## config.mk

```make
export PLATFORM = sky130hd
export DESIGN_NAME = yuyv_to_rgb_converter_top
export DESIGN_NICKNAME = d
export VERILOG_FILES = /design/src/yuv2rgb_pkg.sv /design/src/yuv2rgb_chroma.sv /design/src/yuv2rgb_lane.sv /design/src/yuyv_to_rgb_converter_top.sv
export SDC_FILE = /design/constraint.sdc
export NUM_CORES = 1
export LEC_CHECK = 0
export ABC_CLOCK_PERIOD_IN_PS = 11600
export BUFFER_PORTS_ARGS = -buffer_cell sky130_fd_sc_hd__buf_2
export CORE_ASPECT_RATIO = 0.9
export CORE_MARGIN = 5
export CORE_UTILIZATION = 55
export DETAILED_ROUTE_END_ITERATION = 10
export GPL_TIMING_DRIVEN = 0
export PLACE_DENSITY = 0.75
export SETUP_SLACK_MARGIN = 0.02
export SLEW_MARGIN = 15
export SYNTH_ARGS = -nofsm -noshare
export SYNTH_HDL_FRONTEND = slang
export SYNTH_HIERARCHICAL = 1
export SYNTH_SLANG_ARGS = --single-unit
```

## constraint.sdc

```tcl
create_clock -name i_clk -period 11.6 [get_ports i_clk]
set_input_delay 0.58 -clock i_clk [delete_from_list [all_inputs] [get_ports i_clk]]
set_output_delay 0.58 -clock i_clk [all_outputs]
set_load 0.05 [all_outputs]
```

## src/yuv2rgb_pkg.sv

```systemverilog
`timescale 1ns / 1ps
// Package for the YUYV 4:2:2 to RGB888 converter.
// Holds the payload structs and the shared chroma term type; no dependencies.
package yuv2rgb_pkg;

    localparam int unsigned ByteW = 8;
    localparam int unsigned TermW = 14;   // signed width of one weighted chroma term

    typedef struct packed {
        logic [ByteW-1:0] first_luma;
        logic [ByteW-1:0] chroma_blue;
        logic [ByteW-1:0] second_luma;
        logic [ByteW-1:0] chroma_red;
        logic             end_of_frame;
    } t_yuyv_in;

    typedef struct packed {
        logic [ByteW-1:0] first_red;
        logic [ByteW-1:0] first_green;
        logic [ByteW-1:0] first_blue;
        logic [ByteW-1:0] second_red;
        logic [ByteW-1:0] second_green;
        logic [ByteW-1:0] second_blue;
        logic             frame_done;
    } t_rgb_out;

    // Chroma contributions in units of 1/32, shared by both pixel lanes.
    typedef struct packed {
        logic signed [TermW-1:0] red;    // 45*Cr
        logic signed [TermW-1:0] green;  // 11*Cb + 23*Cr, subtracted by the lanes
        logic signed [TermW-1:0] blue;   // 57*Cb
    } t_chroma_terms;

    typedef struct packed {
        logic [ByteW-1:0] red;
        logic [ByteW-1:0] green;
        logic [ByteW-1:0] blue;
    } t_rgb_pixel;

endpackage

```

## src/yuv2rgb_chroma.sv

```systemverilog
`timescale 1ns / 1ps
// Shared chroma weighting: removes the 128 offset and forms the weighted terms.
// Depends on yuv2rgb_pkg.
module yuv2rgb_chroma
    import yuv2rgb_pkg::*;
(
    input  logic [ByteW-1:0] i_chroma_blue,
    input  logic [ByteW-1:0] i_chroma_red,
    output t_chroma_terms    o_terms
);

    localparam logic signed [TermW-1:0] CoefRCr = TermW'(45);
    localparam logic signed [TermW-1:0] CoefGCb = TermW'(11);
    localparam logic signed [TermW-1:0] CoefGCr = TermW'(23);
    localparam logic signed [TermW-1:0] CoefBCb = TermW'(57);

    logic signed [ByteW-1:0] cb_s;
    logic signed [ByteW-1:0] cr_s;
    logic signed [TermW-1:0] cb_x;
    logic signed [TermW-1:0] cr_x;

    // Subtracting 128 from an offset byte is the same as inverting its top bit.
    assign cb_s = {~i_chroma_blue[ByteW-1], i_chroma_blue[ByteW-2:0]};
    assign cr_s = {~i_chroma_red[ByteW-1], i_chroma_red[ByteW-2:0]};
    assign cb_x = TermW'(cb_s);
    assign cr_x = TermW'(cr_s);

    assign o_terms.red   = cr_x * CoefRCr;
    assign o_terms.green = cb_x * CoefGCb + cr_x * CoefGCr;
    assign o_terms.blue  = cb_x * CoefBCb;

endmodule

```

## src/yuv2rgb_lane.sv

```systemverilog
`timescale 1ns / 1ps
// One pixel lane: adds the luma base to the shared chroma terms and clamps.
// Depends on yuv2rgb_pkg.
module yuv2rgb_lane
    import yuv2rgb_pkg::*;
(
    input  logic [ByteW-1:0] i_luma,
    input  t_chroma_terms    i_terms,
    output t_rgb_pixel       o_pixel
);

    localparam int unsigned SumW = 16;
    localparam logic signed [SumW-1:0] SatHigh = SumW'(32 * 255);

    function automatic logic [ByteW-1:0] clamp_color(input logic signed [SumW-1:0] sum);
        logic [ByteW-1:0] res;
        priority if (sum <= 0) begin
            res = '0;
        end else if (sum >= SatHigh) begin
            res = '1;
        end else begin
            res = sum[ByteW+4:5];
        end
        return res;
    endfunction

    logic signed [SumW-1:0] base;
    logic signed [SumW-1:0] sum_r;
    logic signed [SumW-1:0] sum_g;
    logic signed [SumW-1:0] sum_b;

    assign base  = $signed({3'b000, i_luma, 5'b00000});
    assign sum_r = base + SumW'(i_terms.red);
    assign sum_g = base - SumW'(i_terms.green);
    assign sum_b = base + SumW'(i_terms.blue);

    assign o_pixel.red   = clamp_color(sum_r);
    assign o_pixel.green = clamp_color(sum_g);
    assign o_pixel.blue  = clamp_color(sum_b);

endmodule

```

## src/yuyv_to_rgb_converter_top.sv

```systemverilog
`timescale 1ns / 1ps
// Top level of the YUYV 4:2:2 to RGB888 converter: handshake, pipeline registers,
// the shared chroma stage, two pixel lanes and the merging output register.
// Depends on yuv2rgb_pkg, yuv2rgb_chroma and yuv2rgb_lane.
//
//  Channel  Direction  Handshake           Payload
//  input    in         i_valid / o_stall   i_data (t_yuyv_in), one macropixel
//  output   out        o_valid / i_stall   o_data (t_rgb_out), two RGB888 pixels
//
// One transaction is accepted every clock cycle unless o_stall is high; each result
// passes through the two pipeline stages (chroma weighting, then the lane sums,
// clamps and merge into the output register).
// Reset (synchronous, active low) clears only the stage valid bits.
// A stall on the output holds the output register; the chroma stage keeps
// accepting until it too is full, so o_stall rises only when both stages hold data.
module yuyv_to_rgb_converter_top
    import yuv2rgb_pkg::*;
(
    input  logic     i_clk,
    input  logic     i_rst_n,
    input  logic     i_valid,
    input  t_yuyv_in i_data,
    output logic     o_stall,
    output logic     o_valid,
    output t_rgb_out o_data,
    input  logic     i_stall
);

    // First stage: lumas and frame flag carried alongside the weighted chroma.
    typedef struct packed {
        logic [ByteW-1:0] first_luma;
        logic [ByteW-1:0] second_luma;
        logic             end_of_frame;
        t_chroma_terms    terms;
    } t_stage1;

    logic          r_s1_valid;
    logic          n_s1_valid;
    t_stage1       r_s1;
    t_stage1       n_s1;
    logic          r_out_valid;
    logic          n_out_valid;
    t_rgb_out      r_out;
    t_rgb_out      n_out;

    logic          adv_out;
    logic          adv_s1;
    t_chroma_terms terms;
    t_rgb_pixel    pix_first;
    t_rgb_pixel    pix_second;

    // The output register moves when it is empty or being taken; the first
    // stage moves when it is empty or its content moves on.
    assign adv_out = !r_out_valid || !i_stall;
    assign adv_s1  = !r_s1_valid || adv_out;
    assign o_stall = !adv_s1;

    yuv2rgb_chroma u_chroma (
        .i_chroma_blue (i_data.chroma_blue),
        .i_chroma_red  (i_data.chroma_red),
        .o_terms       (terms)
    );

    // Both lanes see the same registered chroma terms, each with its own luma.
    yuv2rgb_lane u_lane_first (
        .i_luma  (r_s1.first_luma),
        .i_terms (r_s1.terms),
        .o_pixel (pix_first)
    );

    yuv2rgb_lane u_lane_second (
        .i_luma  (r_s1.second_luma),
        .i_terms (r_s1.terms),
        .o_pixel (pix_second)
    );

    always_comb begin
        n_s1_valid = r_s1_valid;
        n_s1       = r_s1;
        if (adv_s1) begin
            n_s1_valid        = i_valid;
            n_s1.first_luma   = i_data.first_luma;
            n_s1.second_luma  = i_data.second_luma;
            n_s1.end_of_frame = i_data.end_of_frame;
            n_s1.terms        = terms;
        end

        // Merge the two lane results into one output transaction.
        n_out_valid = r_out_valid;
        n_out       = r_out;
        if (adv_out) begin
            n_out_valid        = r_s1_valid;
            n_out.first_red    = pix_first.red;
            n_out.first_green  = pix_first.green;
            n_out.first_blue   = pix_first.blue;
            n_out.second_red   = pix_second.red;
            n_out.second_green = pix_second.green;
            n_out.second_blue  = pix_second.blue;
            n_out.frame_done   = r_s1.end_of_frame;
        end
    end

    always_ff @(posedge i_clk) begin
        if (!i_rst_n) begin
            r_s1_valid  <= 1'b0;
            r_out_valid <= 1'b0;
        end else begin
            r_s1_valid  <= n_s1_valid;
            r_out_valid <= n_out_valid;
        end
    end

    // Payload registers need no reset.
    always_ff @(posedge i_clk) begin
        r_s1  <= n_s1;
        r_out <= n_out;
    end

    assign o_valid = r_out_valid;
    assign o_data  = r_out;

endmodule

```

======== Word level (Yosys, flattened, before mapping) ========
Index checks and enable logic that the tools add are counted.
operators by class
  add/subtract/negate cells ............... 7
  $mul .................................... 4
  magnitude comparators ................... 12
  mux-type cells .......................... 6
  bitwise gates (word level) .............. 2
  reduce and logical (&&, ||, !) cells .... 6
operator list
  operator              number
  $ge 15x14->1 const B  6
  $le 15x1->1 const B   6
  $add 14x14->15        4
  $mux 8                6
  $sub 14x14->15        2
  $mul 8x7->14 const B  2
  $add 14x14->14        1
  $mul 8x6->14 const B  1
  $mul 8x5->13 const B  1
  $logic_not 1->1       4
  $logic_or 1x1->1      2
  $not 1->1             2
storage, ports and cells
  bits in registers ....................... 110
  input port bits ......................... 37
  output and inout port bits .............. 51
  logic and storage cells ................. 52

======== Logic depth before layout (Yosys ltp) ========
  depth in word-level cells ............... 4
  depth in mapped cells ................... 17
  mapped depth without buffers ............ 17

======== Modules after synthesis ========
Netlist, hierarchy kept.
modules (own cells, without submodules)
  module                        times used  cells an instance  area an instance (um^2)  sequential area each (um^2)
  yuv2rgb_chroma                1           426                3893.7                   0.0
  yuyv_to_rgb_converter_top     1           116                3320.7                   3283.1
  yuv2rgb_lane (u_lane_first)   1           192                1420.1                   0.0
  yuv2rgb_lane (u_lane_second)  1           184                1310.0                   0.0

======== Least setup slack after synthesis ========
Ideal clock, no wire load.
  kind .................................... input to register
  start point ............................. input port i_data[5] in the netlist's numbering
  end point ............................... register r_s1[24] in the netlist's numbering (data pin)
  library setup time ...................... 260 ps
  arrival ................................. 4108 ps
  required time ........................... 11340 ps
  path slack .............................. 7232 ps
  stages .................................. 13
  buffers on the path ..................... 0
  cell sequence ........................... fa_1 ha_1 fa_1 fa_1 inv_1 fa_1 inv_1 ha_1 and2_1 a311oi_1 o21ai_1 a21oi_1 xnor2_1
RTL lines
  what                  line                              text
  start, declared       yuyv_to_rgb_converter_top.sv:22   input t_yuyv_in i_data,
  end signal, assigned  yuyv_to_rgb_converter_top.sv:115  r_s1 <= n_s1;
  end, declared         yuyv_to_rgb_converter_top.sv:39   t_stage1 r_s1;

==> impl_metrics.toml <==
[sta]
period_needed_ns = 4.56
tns_ns = 0
fmax_mhz = 219
worst_pin_slew_ns = 0.842
finalSetupViolations = 0
skew_ns = 0.00954
post-route-period-util_pct = 39.3
slew_violations = 0
finalHoldViolCount = 0
whs_ns = 0.399
slew_headroom_pct = 43.8
rsz0062_at_grt = "false"

[placed_design]
portBuffers = 87
place_area_um2 = 10600
dpl.hpwl_um = 16100
gp_congestion = 0.893

[die]
die_x_um = 151
dieArea_um2 = 20500
ios = 88
coreArea_um2 = 17600
start_util_pct = 55.7
fp.dieH_um = 136
rows = 46

[cts]
clock_path_buffers = 2
cts_tree = "yes"
ctsRootBufferMaster = "clkbuf_16"
post_cts_buffers = 0
ctsHoldBuffers = 0
numCtsBuffers = 9
cts_resized = 0
cts.sinks = 105
clk_latency_ns = 0.35
htreeDepth = 3
clk_pin_slew_ns = 0.07

[critical_path]
crit_fanout = 9
end_kind = "flip-flop"
cpPeakStageDelay_ns = 0.52
crit_buf_inv = 4
required_ns = 11.75
worstPathArrival_ns = 4.72
cp_slowest_cell = "fa_1"
crit_type = "in2reg"
critPathLaunchType = "input port"
crit_top_cell = "fa_1"
path_cells = "buf_2 > inv_2 > fa_1 > ha_1 > fa_1 > fa_1 > inv_1 > fa_1 > inv_1 > ha_1 > a21oi_1 > nand2_1 > o21ai_1 > o21ai_1 > xnor2_1"
crit_family = "adder cells"

[global_routing]
grt_max_degree = 40
grt_pass1_wl_um = 32000
grt_usage_pct = 19.6
overflow = 0
grt_pass1_vias = 6568
antenna_found_initial = 0

[worst_hold_path]
hold_class = "in2reg"

[detailed_routing]
antenna_left = 0
drc_errors = 0
drtIter0Drc = 454
dr.pass1.iters = 5
dr_total_vias = 6820
viasPerCell = 5.43
wire_per_inst_um = 15.4
routed_wl_um = 19300

[final_layout]
finalCoreUtilization_pct = 61.7
design_area_um2 = 10800
diodes = 0
final_net_count = 1257
area_growth_pct = 10.8
post_route_cells_drive_above_1_share_pct = 14.3

[pwr]
finalPower_w = 0.00314
power_density_nw_per_um2 = 290
peakVddDrop_v = 0.000131
p_leak_nw = 5.08

[job]
drv_cap = 0

[logic_synthesis]
avgSynthCellArea_um2 = 10.7
syn_area_um2 = 9770
yosys_warnings = 6
synth_fp_nets = 1157
synthCells = 910

[status]
status = "completed"
-- power by group --
part / switching (W) / internal (W)
clock network: 0.000133 / 0.000147
logic: 0.00131 / 0.000787
registers: 0.0000776 / 0.000681
-- layout by cell type (no fill, tap or decap), drive strengths merged, types with 4 or more instances in the layout --
cell type,n
a211o,5
a211oi,13
a21o,18
a21oi,70
and2,5
buf,95
clkbuf,10
edfxtp,103
fa,66
ha,144
inv,162
mux2i,4
nand2,24
nand2b,9
nand3,6
nand4,9
nor2,41
nor2b,9
nor3,14
nor4,5
o2111ai,4
o211a,4
o21a,14
o21ai,40
o21bai,5
o31a,4
o31ai,5
or2,8
xnor2,35
xor2,29
-- flip-flops by register name, summed over array words and instances, names as in the netlist --
register	flops
r_s1_valid	1
o_valid	1
o_data	49
r_s1	54
-- per-stage QoR --
step	std cells	setup slack [ns]
after floorplan	910	7.23
after global placement	1237	6.70
after detailed placement	1239	6.68
after CTS	1255	7.04
after global routing	1255	6.75
final	1255	7.04
-- cell type report --
type	count	area [um^2]
Fill cell	1413	6730
Multi-Input combinational cell	638	5990
Clock inverter	7	52.6
Sequential cell	105	3130
Timing Repair Buffer	89	475
Buffer	7	55.1
Tap cell	240	300
Inverter	160	601
Clock buffer	9	225
-- path summary, 6_finish.rpt --
kind / startpoint / endpoint / slack [ns] / cells past startpoint
setup / recovery: i_data[8] / r_s1[25] / 7.04 / 15
hold / removal: i_data[9] / r_s1[43] / 0.40 / 1
setup reg to reg: r_s1[44] / o_data[20] / 8.51 / 9
hold reg to reg: r_s1[42] / o_data[0] / 0.42 / 0
-- routing by layer --
layer  global-route usage, %  share of wire [%]  up-vias
li1                        -                  -     3398
met4                    5.74                1.6        0
met5                       0                  0        -
met2                    31.5                 47      165
met1                    28.4                 48     3238
met3                    1.80                4.3       19
-- worst reg2reg max path, stage by stage, from the launching register on --
cell	delay, ns
edfxtp_1	0.49
inv_1	0.19
fa_1	0.48
nor2b_1	0.17
o31a_1	0.20
nand4_1	0.17
a2111oi_2	0.48
nand4_1	0.15
a21oi_1	0.39
nor3_1	0.12
(Power assumes the default switching activity.)
